[config.mk]
export PLATFORM = sky130hd
export DESIGN_NAME = hll_ctrl
export DESIGN_NICKNAME = d
export VERILOG_FILES = /design/src/design/hll_pkg.sv /design/src/design/hll_ctrl.sv
export SDC_FILE = /design/constraint.sdc
export NUM_CORES = 1
export LEC_CHECK = 0
export BUFFER_PORTS_ARGS = -buffer_cell sky130_fd_sc_hd__buf_2
export CORE_MARGIN = 8
export CORE_UTILIZATION = 40
export CTS_CLUSTER_DIAMETER = 40
export DETAILED_ROUTE_END_ITERATION = 16
export PLACE_DENSITY = 0.62
export RECOVER_POWER = 50
export SKIP_CTS_REPAIR_TIMING = 1
export SYNTH_ARGS = -nofsm -noshare
export SYNTH_HDL_FRONTEND = slang
export SYNTH_SLANG_ARGS = --single-unit
[constraint.sdc]
create_clock -name clk -period 3.55 [get_ports clk]
set_clock_uncertainty 0.05 [all_clocks]
set_input_delay 0.71 -clock clk [delete_from_list [all_inputs] [get_ports clk]]
set_output_delay 0.71 -clock clk [all_outputs]
set_load 0.02 [all_outputs]
[src/design/hll_pkg.sv]
`timescale 1ns / 1ps
// shared constants, types and tables of the hyperloglog distinct counter
package hll_pkg;

  localparam int MAX_LOG2_COUNTERS_DEF = 14;
  localparam int MIN_LOG2_COUNTERS     = 4;
  localparam logic [3:0] LOG2_COUNTERS_RST = 4'd14;

  localparam logic [6:0] MAX_RANK     = 7'd65;
  localparam int         HASH_IDX_LSB = 44;
  localparam logic [6:0] Z_FRAC_BITS  = 7'd70;
  localparam int         NUM_SHIFT    = 40;
  localparam int         LOG_ITERS    = 32;
  localparam int         LN2_BITS     = 26;
  localparam logic [LN2_BITS-1:0] LN2_Q26 = 26'd46516320;

  typedef enum logic [1:0] {
    REQ_INSERT   = 2'd0,
    REQ_MERGE    = 2'd1,
    REQ_ESTIMATE = 2'd2,
    REQ_CLEAR    = 2'd3
  } hll_req_t;

  // bias constant alpha in q30, indexed by log2 of the counter count
  localparam logic [29:0] ALPHA_Q30 [0:20] = '{
    30'd0, 30'd0, 30'd0, 30'd0,
    30'(((64'd673 << 30) + 64'd500) / 64'd1000),
    30'(((64'd697 << 30) + 64'd500) / 64'd1000),
    30'(((64'd709 << 30) + 64'd500) / 64'd1000),
    30'(((64'd7213 << 37) + (64'd5000 << 7) + 64'd5395) / ((64'd10000 << 7) + 64'd10790)),
    30'(((64'd7213 << 38) + (64'd5000 << 8) + 64'd5395) / ((64'd10000 << 8) + 64'd10790)),
    30'(((64'd7213 << 39) + (64'd5000 << 9) + 64'd5395) / ((64'd10000 << 9) + 64'd10790)),
    30'(((64'd7213 << 40) + (64'd5000 << 10) + 64'd5395) / ((64'd10000 << 10) + 64'd10790)),
    30'(((64'd7213 << 41) + (64'd5000 << 11) + 64'd5395) / ((64'd10000 << 11) + 64'd10790)),
    30'(((64'd7213 << 42) + (64'd5000 << 12) + 64'd5395) / ((64'd10000 << 12) + 64'd10790)),
    30'(((64'd7213 << 43) + (64'd5000 << 13) + 64'd5395) / ((64'd10000 << 13) + 64'd10790)),
    30'(((64'd7213 << 44) + (64'd5000 << 14) + 64'd5395) / ((64'd10000 << 14) + 64'd10790)),
    30'(((64'd7213 << 45) + (64'd5000 << 15) + 64'd5395) / ((64'd10000 << 15) + 64'd10790)),
    30'(((64'd7213 << 46) + (64'd5000 << 16) + 64'd5395) / ((64'd10000 << 16) + 64'd10790)),
    30'(((64'd7213 << 47) + (64'd5000 << 17) + 64'd5395) / ((64'd10000 << 17) + 64'd10790)),
    30'(((64'd7213 << 48) + (64'd5000 << 18) + 64'd5395) / ((64'd10000 << 18) + 64'd10790)),
    30'(((64'd7213 << 49) + (64'd5000 << 19) + 64'd5395) / ((64'd10000 << 19) + 64'd10790)),
    30'(((64'd7213 << 50) + (64'd5000 << 20) + 64'd5395) / ((64'd10000 << 20) + 64'd10790))
  };

  typedef struct packed {
    logic ins_load;
    logic ins_write;
    logic clr_start;
    logic clr_step;
    logic sum_start;
    logic sum_step;
    logic div_load;
    logic div_step;
    logic log_load;
    logic log_step;
    logic ln_mul;
    logic fin;
    logic fin_lin;
  } hll_cmd_t;

  typedef struct packed {
    logic clr_last;
    logic sum_last;
    logic div_last;
    logic log_last;
    logic lin_needed;
    logic out_free;
  } hll_status_t;

endpackage

[src/design/hll_ctrl.sv]
`timescale 1ns / 1ps
// sequencing state machine of the hyperloglog distinct counter
module hll_ctrl (
  input  logic                 clk,
  input  logic                 rst_n,
  input  logic                 in_valid,
  input  logic [1:0]           req_type,
  output logic                 in_ready,
  input  hll_pkg::hll_status_t status,
  output hll_pkg::hll_cmd_t    cmd
);

  typedef enum logic [11:0] {
    S_INIT    = 12'b0000_0000_0001,
    S_IDLE    = 12'b0000_0000_0010,
    S_INS     = 12'b0000_0000_0100,
    S_CLR     = 12'b0000_0000_1000,
    S_SUM     = 12'b0000_0001_0000,
    S_SUM_END = 12'b0000_0010_0000,
    S_DIV     = 12'b0000_0100_0000,
    S_CHK     = 12'b0000_1000_0000,
    S_LOG     = 12'b0001_0000_0000,
    S_LN      = 12'b0010_0000_0000,
    S_FIN_HLL = 12'b0100_0000_0000,
    S_FIN_LIN = 12'b1000_0000_0000
  } state_t;

  state_t state_r;
  state_t state_nxt;

  always_ff @(posedge clk) begin
    if (!rst_n) begin
      state_r <= S_INIT;
    end else begin
      state_r <= state_nxt;
    end
  end

  assign in_ready = state_r == S_IDLE;

  always_comb begin
    cmd       = '0;
    state_nxt = state_r;
    case (state_r)
      S_INIT: begin
        cmd.clr_step = 1'b1;
        if (status.clr_last) state_nxt = S_IDLE;
      end
      S_IDLE: begin
        if (in_valid) begin
          case (hll_pkg::hll_req_t'(req_type))
            hll_pkg::REQ_INSERT, hll_pkg::REQ_MERGE: begin
              cmd.ins_load = 1'b1;
              state_nxt    = S_INS;
            end
            hll_pkg::REQ_ESTIMATE: begin
              cmd.sum_start = 1'b1;
              state_nxt     = S_SUM;
            end
            hll_pkg::REQ_CLEAR: begin
              cmd.clr_start = 1'b1;
              state_nxt     = S_CLR;
            end
            default: state_nxt = S_IDLE;
          endcase
        end
      end
      S_INS: begin
        cmd.ins_write = 1'b1;
        state_nxt     = S_IDLE;
      end
      S_CLR: begin
        cmd.clr_step = 1'b1;
        if (status.clr_last) state_nxt = S_IDLE;
      end
      S_SUM: begin
        cmd.sum_step = 1'b1;
        if (status.sum_last) state_nxt = S_SUM_END;
      end
      S_SUM_END: begin
        cmd.div_load = 1'b1;
        state_nxt    = S_DIV;
      end
      S_DIV: begin
        cmd.div_step = 1'b1;
        if (status.div_last) state_nxt = S_CHK;
      end
      S_CHK: begin
        if (status.lin_needed) begin
          cmd.log_load = 1'b1;
          state_nxt    = S_LOG;
        end else begin
          state_nxt = S_FIN_HLL;
        end
      end
      S_LOG: begin
        cmd.log_step = 1'b1;
        if (status.log_last) state_nxt = S_LN;
      end
      S_LN: begin
        cmd.ln_mul = 1'b1;
        state_nxt  = S_FIN_LIN;
      end
      S_FIN_HLL: begin
        if (status.out_free) begin
          cmd.fin   = 1'b1;
          state_nxt = S_IDLE;
        end
      end
      S_FIN_LIN: begin
        if (status.out_free) begin
          cmd.fin     = 1'b1;
          cmd.fin_lin = 1'b1;
          state_nxt   = S_IDLE;
        end
      end
      default: state_nxt = S_IDLE;
    endcase
  end

endmodule

==> results.toml <==
[critical_path]
worst_path_max_delay_cell = "or4_1"
reg2reg_slack_ns = 1.34
worstPathMaxFanout = 9
startpoint_type = "flop"
worstSetupPathType = "reg -> out"
path_buf_inv = 1
critPathCaptureType = "primary output"
cp_top_family = "simple AND/OR/NAND/NOR gates"
slowest_delay_ns = 0.66
cp.required_ns = 2.79
worstPathArrival_ns = 2.21
path_cells = "or4_1 -> nor3_1 -> nand2_1 -> nor4b_1 -> buf_2"

[synthesis]
yosysWarnings = 0
yosys-top-cells-area = "dfxtp_1 (26%), nor4b_1 (8.4%), nor4_4 (6.8%), buf_6 (4.8%), and4b_1 (4.3%)"
yosysTopAreaCellShare_pct = 25.6
ys_ff_latch = 12
synth_seq_area_share_pct = 25.6
yosysTopAreaCell = "dfxtp_1"
synthesis.nets = 114
synth_area_um2 = 940
syn_inst = 103
synthDistinctLibCells = 38
synth_area_per_cell_um2 = 9.12
async_flop_share_pct = 0
synth_edf_count = 0
synth_flop_cell = "dfxtp_1"

[cells_and_area]
diodes = 0
fill_cells = 241
largest_register_ffs = 12
final_util_pct = 46.1
nets = 132
top_register = "state_r"
syn2layout_area_growth_pct = 8.52
reg.largest.list = "state_r: 12 flops"
final_layout_size_suffix_gt1_share_pct = 30.0

[floorplanning]
die_h_um = 64.5
io_pins = 25
core_mm2 = 0.00221
die_area_mm2 = 0.00416
start_util_pct = 42.5
rows = 17
die_width_um = 64.5

[timing]
worst_slew_pin_slew_ns = 0.597
finalCritPeriodShare_pct = 83.6
setup_viol = 0
fin_hold_ws_ns = 0.563
fmax_mhz = 337
fin_tns_setup_ns = 0
max-slew-margin-rel_pct = 60.2
slew_viol_final = 0
rsz0062_at_grt = "no"
finalHoldViolCount = 0
finalCriticalPeriod_ns = 2.97

[power]
p_leak_nw = 0.441
ir_drop_uv = 211
pwr-share-seq_pct = 46.1
power_density_mw_per_mm2 = 311
comb_power_share_pct = 19.0
p_int_mw = 0.227
pwr-share-clk_pct = 34.9
p_sw_mw = 0.0900
power_mw = 0.317
switching_share_pct = 28.4

[clock_network]
cts.sinks = 12
h-tree-depth = 1
insertion_delay_ns = 0.28
cts_tree = "yes"
cts.clk_slew.worst_paths_ns = 0.07
root_buffer = "clkbuf_4"
cts_max_path_buffers = 2
numCtsBuffers = 3

[job]
maxCapViolations = 0

[drt]
ant_nets = 0
drt-total-wl_mm = 2.10
wl_per_cell_um = 14.2
via_per_inst = 5.69
drc_errors = 0
num_vias = 842
drt_pre_antenna_iters = 4
drt_iter0_drc = 36

[grt]
grt_use_total_pct = 10.4
gr-total-overflow = 0
grt_max_degree = 18
grt_pass1_vias = 813
antenna_found_initial = 0
grt_pass1_wl_mm = 3.59

[run_status]
outcome = "completed"

[placed_design]
hpwl_mm = 1.60
io_buffers = 24
place_congestion = 0.806

[worst_hold_path]
hold_class = "reg -> reg"
power by group through the flow:
| stage | Combinational, mW | Clock (mW) | Sequential [mW] |
|---|---|---|---|
| CTS | 0.0636 | 0.113 | 0.146 |
| floorplan | 0.0505 | 0 | 0.145 |
| global route | 0.0664 | 0.121 | 0.148 |
| finish | 0.0601 | 0.111 | 0.146 |
| global placement | 0.0625 | 0 | 0.149 |
| detailed placement | 0.0635 | 0 | 0.150 |
stage by stage:
| stage | std cells | cell area (µm²) | setup WS (ns) |
|---|---|---|---|
| 6_report | 148 | 1020 | 0.584 |
| 5_1_grt | 148 | 1020 | 0.336 |
| 4_1_cts | 148 | 1030 | 0.644 |
| 3_5_place_dp | 144 | 992 | 0.957 |
| 3_3_place_gp | 144 | 992 | 0.974 |
| 2_1_floorplan | 103 | 940 | 0.768 |
layout by cell type, fill, tap and decap left out, types with 4 or more instances in the layout:
master	n
and3_1	5
and4b_1	4
buf_2	23
dfxtp_1	12
nand2_1	6
nor2_1	5
nor3_1	5
nor4_1	4
nor4b_1	9
o21ai_0	4
area by class of cell:
type                            instances  area [µm²]  share of cell area, %
Tap cell                               28        35.0                   3.44
Sequential cell                        12         240                   23.6
Clock buffer                            4        36.3                   3.56
Inverter                                3        11.3                   1.10
Multi-Input combinational cell         77         578                   56.7
Timing Repair Buffer                   24         119                   11.7
per-layer routing:
| layer | share of wire, % | global-route usage (%) | vias to the layer above |
|---|---|---|---|
| li1 | - | - | 426 |
| met1 | 48 | 13.3 | 391 |
| met2 | 46 | 16.4 | 23 |
| met3 | 5.3 | 2.92 | 2 |
| met4 | 1.0 | 3.27 | 0 |
| met5 | 0 | 0 | - |
worst register-to-register path, cell delays in order, from the launching register on:
cell	delay [ns]
dfxtp_1	0.42
or4_1	0.66
or3_1	0.36
o32ai_2	0.13
a21oi_1	0.23
a32o_1	0.27
cell families after synthesis:
| family | after synthesis | synth area share, % |
|---|---|---|
| DFF | 12 | 25.6 |
| buffers and inverters | 14 | 12.1 |
| xor gates and xnor gates | 3 | 2.80 |
| AOI/OAI and AO/OA | 12 | 10.1 |
| and+or+nand+nor | 62 | 49.4 |
synthesized netlist by cell type, types with 2 or more instances:
| master | number |
|---|---|
| dfxtp_1 | 12 |
| nor4b_1 | 9 |
| nand2_1 | 6 |
| and3_1 | 5 |
| nor2_1 | 5 |
| nor3_1 | 5 |
| and4b_1 | 4 |
| buf_6 | 4 |
| nor4_1 | 4 |
| and4_1 | 3 |
| buf_4 | 3 |
| inv_1 | 3 |
| nand3_1 | 3 |
| nor3b_1 | 3 |
| nor4_4 | 3 |
| o21ai_0 | 3 |
| xnor2_1 | 3 |
| clkbuf_1 | 2 |
| clkbuf_8 | 2 |
| nor2b_1 | 2 |
| or4_4 | 2 |
path summary, 6_finish.rpt:
| kind | start | endpoint | cells past startpoint |
|---|---|---|---|
| hold / removal | state_r[3] | state_r[3] | 2 |
| setup / recovery | state_r[3] | cmd[0] | 5 |
| hold reg to reg | state_r[3] | state_r[3] | 2 |
| setup reg to reg | state_r[3] | state_r[4] | 5 |
No activity file was read; power rests on OpenSTA's default activity.
